===== config.mk =====
export PLATFORM = sky130hd
export DESIGN_NAME = signed_decimal_glyph_layout
export DESIGN_NICKNAME = d
export VERILOG_FILES = /design/src/hw/rtl/sdgl_pkg.sv /design/src/hw/rtl/signed_decimal_glyph_layout.sv
export SDC_FILE = /design/constraint.sdc
export NUM_CORES = 1
export LEC_CHECK = 0
export BUFFER_PORTS_ARGS = -buffer_cell sky130_fd_sc_hd__buf_2
export CAP_MARGIN = 30
export CORE_MARGIN = 2
export CORE_UTILIZATION = 39
export DETAILED_ROUTE_END_ITERATION = 10
export REMOVE_ABC_BUFFERS = 1
export SKIP_CTS_REPAIR_TIMING = 1
export SYNTH_ARGS = -nofsm -noshare
export SYNTH_HDL_FRONTEND = slang
export SYNTH_SLANG_ARGS = --single-unit

===== constraint.sdc =====
create_clock -name clk -period 11.9 [get_ports clk]
set_input_delay 0.595 -clock clk [delete_from_list [all_inputs] [get_ports clk]]
set_output_delay 0.595 -clock clk [all_outputs]
set_load 0.005 [all_outputs]

===== src/hw/rtl/sdgl_pkg.sv =====
// shared constants, types and register indexes for the signed decimal glyph layout block
// no dependencies; imported by signed_decimal_glyph_layout
`default_nettype none

package sdgl_pkg;

  localparam int VALUE_W        = 32;
  localparam int COORD_W        = 16;
  localparam int GLYPH_W        = 6;
  localparam int STYLE_W        = 2;
  localparam int WIDTH_W        = 8;
  localparam int FIXED_W        = 4;
  localparam int CFG_IDX_W      = 2;
  localparam int CFG_DATA_W     = 8;
  localparam int DIGIT_W        = 4;
  localparam int BCD_DIGITS     = 10;
  localparam int BCD_W          = BCD_DIGITS * DIGIT_W;
  localparam int MAX_DIGITS_DEF = 10;

  localparam logic [STYLE_W-1:0] STYLE_RST = 2'd0;
  localparam logic [WIDTH_W-1:0] WIDTH_RST = 8'd16;
  localparam logic [FIXED_W-1:0] FIXED_RST = 4'd0;

  localparam logic [GLYPH_W-1:0] GLYPH_MINUS = 6'd10;

  typedef enum logic [CFG_IDX_W-1:0] {
    CFG_GLYPH_STYLE  = 2'd0,
    CFG_GLYPH_WIDTH  = 2'd1,
    CFG_FIXED_DIGITS = 2'd2
  } cfg_idx_t;

  typedef enum logic [2:0] {
    S_IDLE,
    S_CONV,
    S_SCAN,
    S_SETUP,
    S_EMIT
  } state_t;

  // first glyph of a set: style * 11
  function automatic logic [GLYPH_W-1:0] glyph_base(input logic [STYLE_W-1:0] style);
    logic [GLYPH_W-1:0] s;
    s = {{(GLYPH_W-STYLE_W){1'b0}}, style};
    return (s << 3) + (s << 1) + s;
  endfunction

endpackage

`default_nettype wire


===== src/hw/rtl/signed_decimal_glyph_layout.sv =====
// signed decimal glyph layout: top level with bit-serial binary to bcd conversion and glyph emitter
// depends on sdgl_pkg
`default_nettype none

// Each accepted value is converted to decimal one magnitude bit per cycle in a shift-and-add-3
// register (S_CONV), then the leading zero digits are skipped one digit per cycle (S_SCAN),
// S_SETUP forms the starting x position, and then one glyph is loaded into the output
// register per cycle while out_ready allows: the digits least significant first, then a minus
// glyph for a negative value, with out_last on the final one. A new value is accepted as soon
// as the last glyph sits in the output register. Configuration writes are always accepted and
// take effect at once.
module signed_decimal_glyph_layout #(
  parameter int MAX_DIGITS = sdgl_pkg::MAX_DIGITS_DEF
) (
  input  wire                                  clk,
  input  wire                                  rst_n,
  input  wire                                  in_valid,
  output logic                                 in_ready,
  input  wire signed [sdgl_pkg::VALUE_W-1:0]   in_value,
  input  wire signed [sdgl_pkg::COORD_W-1:0]   in_left_x,
  input  wire signed [sdgl_pkg::COORD_W-1:0]   in_top_y,
  output logic                                 out_valid,
  input  wire                                  out_ready,
  output logic [sdgl_pkg::GLYPH_W-1:0]         out_glyph_index,
  output logic signed [sdgl_pkg::COORD_W-1:0]  out_pos_x,
  output logic signed [sdgl_pkg::COORD_W-1:0]  out_pos_y,
  output logic                                 out_last,
  input  wire                                  cfg_valid,
  output logic                                 cfg_ready,
  input  wire [sdgl_pkg::CFG_IDX_W-1:0]        cfg_index,
  input  wire [sdgl_pkg::CFG_DATA_W-1:0]       cfg_data
);
  import sdgl_pkg::*;

  localparam int CW    = $clog2(MAX_DIGITS + 1);
  localparam int LEN_W = $clog2(BCD_DIGITS + 1);
  localparam int BIT_W = $clog2(VALUE_W);

  state_t state_r, state_nxt;

  logic [STYLE_W-1:0] style_r;
  logic [WIDTH_W-1:0] width_r;
  logic [FIXED_W-1:0] fixed_r;

  logic [VALUE_W-1:0] mag_r, mag_nxt;
  logic [BCD_W-1:0]   bcd_r, bcd_nxt;
  logic [BCD_W-1:0]   scan_r, scan_nxt;
  logic [BIT_W-1:0]   bit_cnt_r, bit_cnt_nxt;
  logic [LEN_W-1:0]   len_r, len_nxt;
  logic               neg_r, neg_nxt;
  logic [COORD_W-1:0] x_r, x_nxt;
  logic [COORD_W-1:0] y_r, y_nxt;
  logic [COORD_W-1:0] pos_r, pos_nxt;
  logic [CW-1:0]      count_r, count_nxt;
  logic [CW-1:0]      idx_r, idx_nxt;

  logic               out_valid_r, out_valid_nxt;
  logic [GLYPH_W-1:0] glyph_r, glyph_nxt;
  logic [COORD_W-1:0] out_x_r, out_x_nxt;
  logic [COORD_W-1:0] out_y_r, out_y_nxt;
  logic               last_r, last_nxt;

  logic [VALUE_W-1:0]       in_raw;
  logic [BCD_W-1:0]         bcd_adj;
  logic [CW-1:0]            count_calc;
  logic [CW-1:0]            factor;
  logic [WIDTH_W+CW-1:0]    prod;
  logic                     load;
  logic                     is_digit;
  logic [GLYPH_W-1:0]       base;

  assign in_ready        = (state_r == S_IDLE);
  assign cfg_ready       = 1'b1;
  assign out_valid       = out_valid_r;
  assign out_glyph_index = glyph_r;
  assign out_pos_x       = out_x_r;
  assign out_pos_y       = out_y_r;
  assign out_last        = last_r;

  assign in_raw = in_value;
  assign base   = glyph_base(style_r);

  // add 3 to every digit of 5 or more before the shift
  always_comb begin
    bcd_adj = bcd_r;
    for (int k = 0; k < BCD_DIGITS; k++) begin
      if (bcd_r[k*DIGIT_W +: DIGIT_W] >= 4'd5) begin
        bcd_adj[k*DIGIT_W +: DIGIT_W] = bcd_r[k*DIGIT_W +: DIGIT_W] + 4'd3;
      end
    end
  end

  // digit count, saturated to the number of places
  always_comb begin
    if (fixed_r != '0) begin
      if (int'(fixed_r) > MAX_DIGITS) begin
        count_calc = CW'(MAX_DIGITS);
      end else begin
        count_calc = CW'(fixed_r);
      end
    end else if (int'(len_r) > MAX_DIGITS) begin
      count_calc = CW'(MAX_DIGITS);
    end else begin
      count_calc = CW'(len_r);
    end
    factor = neg_r ? count_calc : count_calc - CW'(1);
    prod   = {{CW{1'b0}}, width_r} * {{WIDTH_W{1'b0}}, factor};
  end

  always_comb begin
    state_nxt     = state_r;
    mag_nxt       = mag_r;
    bcd_nxt       = bcd_r;
    scan_nxt      = scan_r;
    bit_cnt_nxt   = bit_cnt_r;
    len_nxt       = len_r;
    neg_nxt       = neg_r;
    x_nxt         = x_r;
    y_nxt         = y_r;
    pos_nxt       = pos_r;
    count_nxt     = count_r;
    idx_nxt       = idx_r;
    out_valid_nxt = out_valid_r && !out_ready;
    glyph_nxt     = glyph_r;
    out_x_nxt     = out_x_r;
    out_y_nxt     = out_y_r;
    last_nxt      = last_r;
    load          = 1'b0;
    is_digit      = 1'b0;

    case (state_r)
      S_IDLE: begin
        if (in_valid) begin
          neg_nxt     = in_raw[VALUE_W-1];
          mag_nxt     = in_raw[VALUE_W-1] ? (~in_raw + VALUE_W'(1)) : in_raw;
          bcd_nxt     = '0;
          bit_cnt_nxt = '0;
          x_nxt       = in_left_x;
          y_nxt       = in_top_y;
          state_nxt   = S_CONV;
        end
      end
      S_CONV: begin
        bcd_nxt     = {bcd_adj[BCD_W-2:0], mag_r[VALUE_W-1]};
        mag_nxt     = {mag_r[VALUE_W-2:0], 1'b0};
        bit_cnt_nxt = bit_cnt_r + BIT_W'(1);
        if (bit_cnt_r == BIT_W'(VALUE_W - 1)) begin
          scan_nxt  = {bcd_adj[BCD_W-2:0], mag_r[VALUE_W-1]};
          len_nxt   = LEN_W'(BCD_DIGITS);
          state_nxt = S_SCAN;
        end
      end
      S_SCAN: begin
        if (len_r > LEN_W'(1) && scan_r[BCD_W-1 -: DIGIT_W] == '0) begin
          scan_nxt = {scan_r[BCD_W-DIGIT_W-1:0], {DIGIT_W{1'b0}}};
          len_nxt  = len_r - LEN_W'(1);
        end else begin
          state_nxt = S_SETUP;
        end
      end
      S_SETUP: begin
        count_nxt = count_calc;
        idx_nxt   = '0;
        pos_nxt   = x_r + COORD_W'(prod);
        state_nxt = S_EMIT;
      end
      S_EMIT: begin
        load     = !out_valid_r || out_ready;
        is_digit = (idx_r < count_r);
        if (load) begin
          out_valid_nxt = 1'b1;
          out_x_nxt     = pos_r;
          out_y_nxt     = y_r;
          pos_nxt       = pos_r - {{(COORD_W-WIDTH_W){1'b0}}, width_r};
          idx_nxt       = idx_r + CW'(1);
          if (is_digit) begin
            glyph_nxt = base + {{(GLYPH_W-DIGIT_W){1'b0}}, bcd_r[DIGIT_W-1:0]};
            last_nxt  = !neg_r && (idx_r == count_r - CW'(1));
            bcd_nxt   = {{DIGIT_W{1'b0}}, bcd_r[BCD_W-1:DIGIT_W]};
          end else begin
            glyph_nxt = base + GLYPH_MINUS;
            last_nxt  = 1'b1;
          end
          if (last_nxt) begin
            state_nxt = S_IDLE;
          end
        end
      end
      default: begin
        state_nxt = S_IDLE;
      end
    endcase
  end

  always_ff @(posedge clk) begin
    if (!rst_n) begin
      state_r     <= S_IDLE;
      out_valid_r <= 1'b0;
    end else begin
      state_r     <= state_nxt;
      out_valid_r <= out_valid_nxt;
    end
  end

  always_ff @(posedge clk) begin
    if (!rst_n) begin
      style_r <= STYLE_RST;
      width_r <= WIDTH_RST;
      fixed_r <= FIXED_RST;
    end else if (cfg_valid && cfg_ready) begin
      case (cfg_index)
        CFG_GLYPH_STYLE:  style_r <= cfg_data[STYLE_W-1:0];
        CFG_GLYPH_WIDTH:  width_r <= cfg_data[WIDTH_W-1:0];
        CFG_FIXED_DIGITS: fixed_r <= cfg_data[FIXED_W-1:0];
        default: ;
      endcase
    end
  end

  always_ff @(posedge clk) begin
    mag_r     <= mag_nxt;
    bcd_r     <= bcd_nxt;
    scan_r    <= scan_nxt;
    bit_cnt_r <= bit_cnt_nxt;
    len_r     <= len_nxt;
    neg_r     <= neg_nxt;
    x_r       <= x_nxt;
    y_r       <= y_nxt;
    pos_r     <= pos_nxt;
    count_r   <= count_nxt;
    idx_r     <= idx_nxt;
    glyph_r   <= glyph_nxt;
    out_x_r   <= out_x_nxt;
    out_y_r   <= out_y_nxt;
    last_r    <= last_nxt;
  end

  // accepted value starts conversion
  a_accept_conv: assert property (@(posedge clk) disable iff (!rst_n)
    (in_valid && in_ready) |=> (state_r == S_CONV))
    else $error("accepted transaction did not start conversion");

  // digit count stays within the places available
  a_count_range: assert property (@(posedge clk) disable iff (!rst_n)
    (state_r == S_EMIT) |-> (count_r >= CW'(1) && int'(count_r) <= MAX_DIGITS))
    else $error("digit count out of range");

  // emission index never passes the minus glyph
  a_idx_range: assert property (@(posedge clk) disable iff (!rst_n)
    (state_r == S_EMIT) |-> (idx_r <= count_r))
    else $error("glyph index counter overran");

  // a glyph left waiting holds its place
  a_out_hold: assert property (@(posedge clk) disable iff (!rst_n)
    (out_valid_r && !out_ready) |=> (out_valid_r && $stable(glyph_r) && $stable(last_r)))
    else $error("waiting glyph changed");

endmodule

`default_nettype wire

# Word-level counts from Yosys, hierarchy flattened
# Index checks and enable logic that the tools add are counted.
# totals
elab_cells	143
reg_bits	235
ram_bits	0
latch_bits	0
output_inout_bits	42
in_bits	79
mem_bits_ro	0
memories	0
# op_classes
bitwise_logic	1
add_sub_neg	22
n_mux	45
order_cmp	14
shifts	0
div_mod_pow	0
eq_ne	15
reduce_logical	25
n_mul	1
# ops
operator	n
40-bit two-way mux	5
40-bit case mux with 3 select lines	1
40-bit case mux with 2 select lines	1
32-bit two-way mux	2
4-bit two-way mux	16
32-bit case mux with 2 select lines	1
4-bit by 3-bit greater-or-equal comparator with 1-bit output (second input constant)	10
4-bit by 2-bit adder with 4-bit output (second input constant)	9
32-bit by 1-bit adder with 32-bit output (second input constant)	1
32-bit inverter	1
16-bit case mux with 2 select lines	1
3-bit two-way mux	6
16-bit by 12-bit adder with 16-bit output	1
16-bit two-way mux	1
4-bit case mux with 2 select lines	2
16-bit by 8-bit subtractor with 16-bit output	1
3-bit case mux with 5 select lines	1
2-bit != test (second input constant)	7
2-bit AND reduction	7
8-bit by 4-bit multiplier with 12-bit output	1
4-bit by 1-bit subtractor with 4-bit output (second input constant)	3
5-bit case mux with 2 select lines	1
4-bit > comparator (second input constant)	2
5-bit by 3-bit adder with 6-bit output	1
30 further kinds	41

# Longest topological paths before layout
# depth
word_depth	9
depth_mapped	21
depth_no_buf	21

# Worst setup path before layout
# OpenSTA, ideal clock, no wires.
# synth_path
path_type	reg-to-reg
startpoint	register len_r[0]
endpoint	register pos_r[13], data pin
setup_slack_ns	6.827
setup_time_ns	0.273
stages_incl_launch_ff	21
arrival_time_ns	4.800
cell_sequence	edfxtp_1 > inv_1 > ha_1 > nor2b_1 > o21ai_0 > a31o_2 > nor3_1 > xor2_1 > and2_1 > fa_1 > fa_1 > inv_1 > fa_1 > inv_1 > ha_1 > a21o_1 > a221oi_1 > o21ai_0 > nand2_1 > mux2i_1 > o211ai_1
# synth_between
elab_chain_cells	8
# synth_rtl
item	line	source
from (decl)	signed_decimal_glyph_layout.sv:49	logic [LEN_W-1:0] len_r, len_nxt;
from (signal assigned)	signed_decimal_glyph_layout.sv:225	len_r <= len_nxt;
4-bit > comparator	signed_decimal_glyph_layout.sv:101	end else if (int'(len_r) > MAX_DIGITS) begin
4-bit two-way mux *	signed_decimal_glyph_layout.sv:101	
4-bit two-way mux *	signed_decimal_glyph_layout.sv:95	if (fixed_r != '0) begin
4-bit by 1-bit subtractor with 4-bit output	signed_decimal_glyph_layout.sv:106	factor = neg_r ? count_calc : count_calc - CW'(1);
4-bit two-way mux *	signed_decimal_glyph_layout.sv:106	
8-bit by 4-bit multiplier with 12-bit output *	signed_decimal_glyph_layout.sv:107	prod = {{CW{1'b0}}, width_r} * {{WIDTH_W{1'b0}}, factor};
16-bit by 12-bit adder with 16-bit output *	signed_decimal_glyph_layout.sv:164	pos_nxt = x_r + COORD_W'(prod);
16-bit case mux with 2 select lines *	signed_decimal_glyph_layout.sv:131	case (state_r)
named net pos_nxt[13]	signed_decimal_glyph_layout.sv:53	logic [COORD_W-1:0] pos_r, pos_nxt;
to (signal assigned)	signed_decimal_glyph_layout.sv:229	pos_r <= pos_nxt;
to (decl)	signed_decimal_glyph_layout.sv:53	
# Mark *: on every way through the listed nets, which the timed path passes. The rest lies on a longest branch.
# A chain may end at the register's enable or synchronous reset.

# Worst setup path after layout
# layout_path
startpoint	register len_r[0]
endpoint	register pos_r[15], data pin
# Same word-level chain as after synthesis.

==> flow_summary.yaml <==
outcome:
  status: "complete, no violations"
synthesis:
  yosys-top-cells-area: "edfxtp_1 51%, ha_1 6.8%, nand2_1 3.8%, fa_1 3.6%, o21ai_0 3.4%"
  syn_area_sq_mm: 0.0128
  synth_warnings: 0
  yosysTopAreaCell: "edfxtp_1"
  ys_async_sr_fraction: 0
  avgSynthCellArea_sq_um: 11.0
  syn_inst: 1169
  ys_seq_elements: 235
  synth_common_cells: "217 x edfxtp_1, 130 x nand2_1, 94 x nor2_1, 92 x inv_1, 88 x o21ai_0"
  ys_types: 59
  synth_top_area_frac: 0.507
  yosysSeqAreaShare: 0.535
  yosys.cell_count.top_type: "edfxtp_1"
  synth-edff-count: 217
  synth_ff_type: "edfxtp_1"
setup_path:
  reg2regPathDepth: 20
  r2r_end: "pos_r[15]"
  startpoint_type: "flip-flop"
  cp_cell_sequence: "inv_1 -> ha_1 -> nor2b_1 -> o21ai_0 -> a31o_2 -> nor3_1 -> xor2_1 -> and2_1 -> fa_1 -> fa_1 -> inv_1 -> fa_1 -> inv_1 -> ha_1 -> a21o_1 -> a221oi_1 -> o21ai_0 -> a21oi_1 -> nor4_1 -> nor4_1"
  crit_type: "reg2reg"
  critPathMaxStageDelay_ns: 0.55
  crit_buf_inv: 3
  slowest_stage: "fa_1"
  setup.worst_path.end: "pos_r[15]"
  crit_cells: 20
  critPathMaxFanout: 8
  end_kind: "flip-flop"
  crit_start: "len_r[0]"
  cp.arrival_ns: 6.05
  r2r_start: "len_r[0]"
  cp_top_family: "adder cells"
  cp_data_required_time_ns: 12.24
  r2r_slack_ns: 6.19
finish:
  stdcell_count: 1752
  area_delta_synth_final_pct: 15.3
  multi_input_area_sq_mm: 0.00552
  drive_gt1_frac: 0.140
  insertedDiodeCount: 0
  nFillCells: 3042
  nets: 1462
  seq_area_sq_mm: 0.00688
floorplanning:
  rows: 66
  die-width_microns: 186
  coreArea_sq_mm: 0.0325
  io_pins: 121
  dieArea_sq_mm: 0.0344
  fp.dieH_microns: 186
  start_util: 0.396
clock_tree:
  clk_pin_slew_ns: 0.06
  htreeDepth: 1
  cts_tree: "built"
  clk_latency_ns: 0.53
  cts.sinks: 235
  cts_inserted_buffers: 26
  clock_path_buffers: 3
  cts_root_buf: "clkbuf_16"
power_and_ir_drop:
  pwr_density_cell_mw_per_mm2: 146
  power.leakage_nw: 5.91
  vdd_ir_drop_max_uv: 98.4
grt:
  track_usage: 0.162
  grt_pass1_vias: 8692
  grt_start_max_net_pins: 64
  grt.overflow.total: 0
  antenna_found_initial: 1
  grt_first_pass_wirelength_microns: 44400
drt:
  drt_iter0_drc: 521
  firstDrtPassIters: 5
  avgRoutedWirePerCell_microns: 15.7
  wl_microns: 27500
  postRouteAntennaNets: 0
  vias: 8829
  via_per_inst: 5.04
  drc: 0
timing:
  slew_viol_final: 0
  rsz0062_at_grt: "false"
  maxSlewHeadroom: 0.403
  finalHoldWorstSlack_ns: 0.241
  post-route-min-period_ns: 5.71
  fmax_mhz: 175
  hold_viol: 0
  tns_ns: 0
  finalCritPeriodShare: 0.480
  finalClockSkew_ns: 0.0150
  max_slew.worst_pin.slew_ns: 0.892
  setup_viol: 0
placement:
  dp_cells: 1704
  place_hpwl_microns: 19400
  io_buffers: 119
  finalWeightedCongestion: 0.802
min_path:
  hold_path_class: "in2reg"
flow_run:
  cap_viol_max_count: 0
state kept, by name, summed over array words and instances (netlist names), 5 cells and up:
register / cells
bcd_r: 40
bit_cnt_r: 5
mag_r: 32
out_glyph_index: 6
out_pos_x: 16
out_pos_y: 16
pos_r: 16
scan_r: 40
width_r: 8
x_r: 16
y_r: 16
cell type report:
cell class,count,area share
inverters,93,0.0236
repair buffers,130,0.0458
multi-input cells,804,0.372
clock buffers,39,0.0527
flip-flops and latches,235,0.464
well taps,442,0.0373
clock inverters,9,0.00447
metrics by stage:
| step | power [mW] | instance area, sq um | util | setup WS, ns |
|---|---|---|---|---|
| after floorplan | 1.29 | 12700 | - | 6.72 |
| after global placement | 1.38 | 14000 | 0.431 | 6.40 |
| after detailed placement | 1.39 | 14000 | 0.431 | 6.21 |
| after CTS | 2.19 | 14800 | 0.457 | 6.21 |
| after global routing | 2.28 | 14800 | 0.457 | 5.68 |
| final | 2.16 | 14800 | 0.457 | 6.19 |
layout by cell type (no fill, tap or decap), types with 10 or more instances in the layout:
master / n
clkbuf_16: 27
fa_1: 23
buf_4: 11
dfxtp_1: 18
nor2_1: 93
xnor2_1: 34
ha_1: 70
xor2_1: 41
inv_1: 92
o21ai_0: 88
nor3b_1: 13
mux2i_1: 22
nor3_1: 19
nand2_1: 129
nand2b_1: 10
nor2b_1: 16
a21oi_1: 61
buf_2: 119
and2_1: 34
a22o_1: 10
edfxtp_1: 217
o31ai_1: 21
metal layers:
layer / wire, microns / global-route usage / vias up
li1: - / - / 4417
met1: 13200 / 0.225 / 4170
met2: 12300 / 0.263 / 199
met3: 1360 / 0.0264 / 41
met4: 650 / 0.0441 / 2
met5: 13 / 0 / -
cell families after synthesis:
kind of cell | Yosys count | synth area share
compound gates | 247 | 0.118
xor+xnor | 75 | 0.0511
simple gates | 364 | 0.134
fa+ha+maj | 93 | 0.104
mux | 24 | 0.0189
flops | 235 | 0.535
buf+inv | 130 | 0.0383
other cells | 1 | 0.000292
worst min path at each step:
stage | cells after the start | to | startpoint | slack (ns)
after detailed placement | 0 | out_pos_y[9] | y_r[9] | 0.40
final | 1 | x_r[8] | in_left_x[8] | 0.24
after CTS | 1 | x_r[8] | in_left_x[8] | 0.21
after global routing | 1 | y_r[2] | in_top_y[2] | 0.22
after floorplan | 0 | out_pos_y[0] | y_r[0] | 0.40
after global placement | 0 | out_pos_y[5] | y_r[5] | 0.40
report_power, final:
group | leakage, nW | internal (mW) | switching, mW
Clock | 0.413 | 0.471 | 0.315
Combinational | 3.27 | 0.137 | 0.202
Sequential | 2.23 | 0.992 | 0.0387
Total | 5.91 | 1.60 | 0.556
No activity file was read; power rests on OpenSTA's default activity.
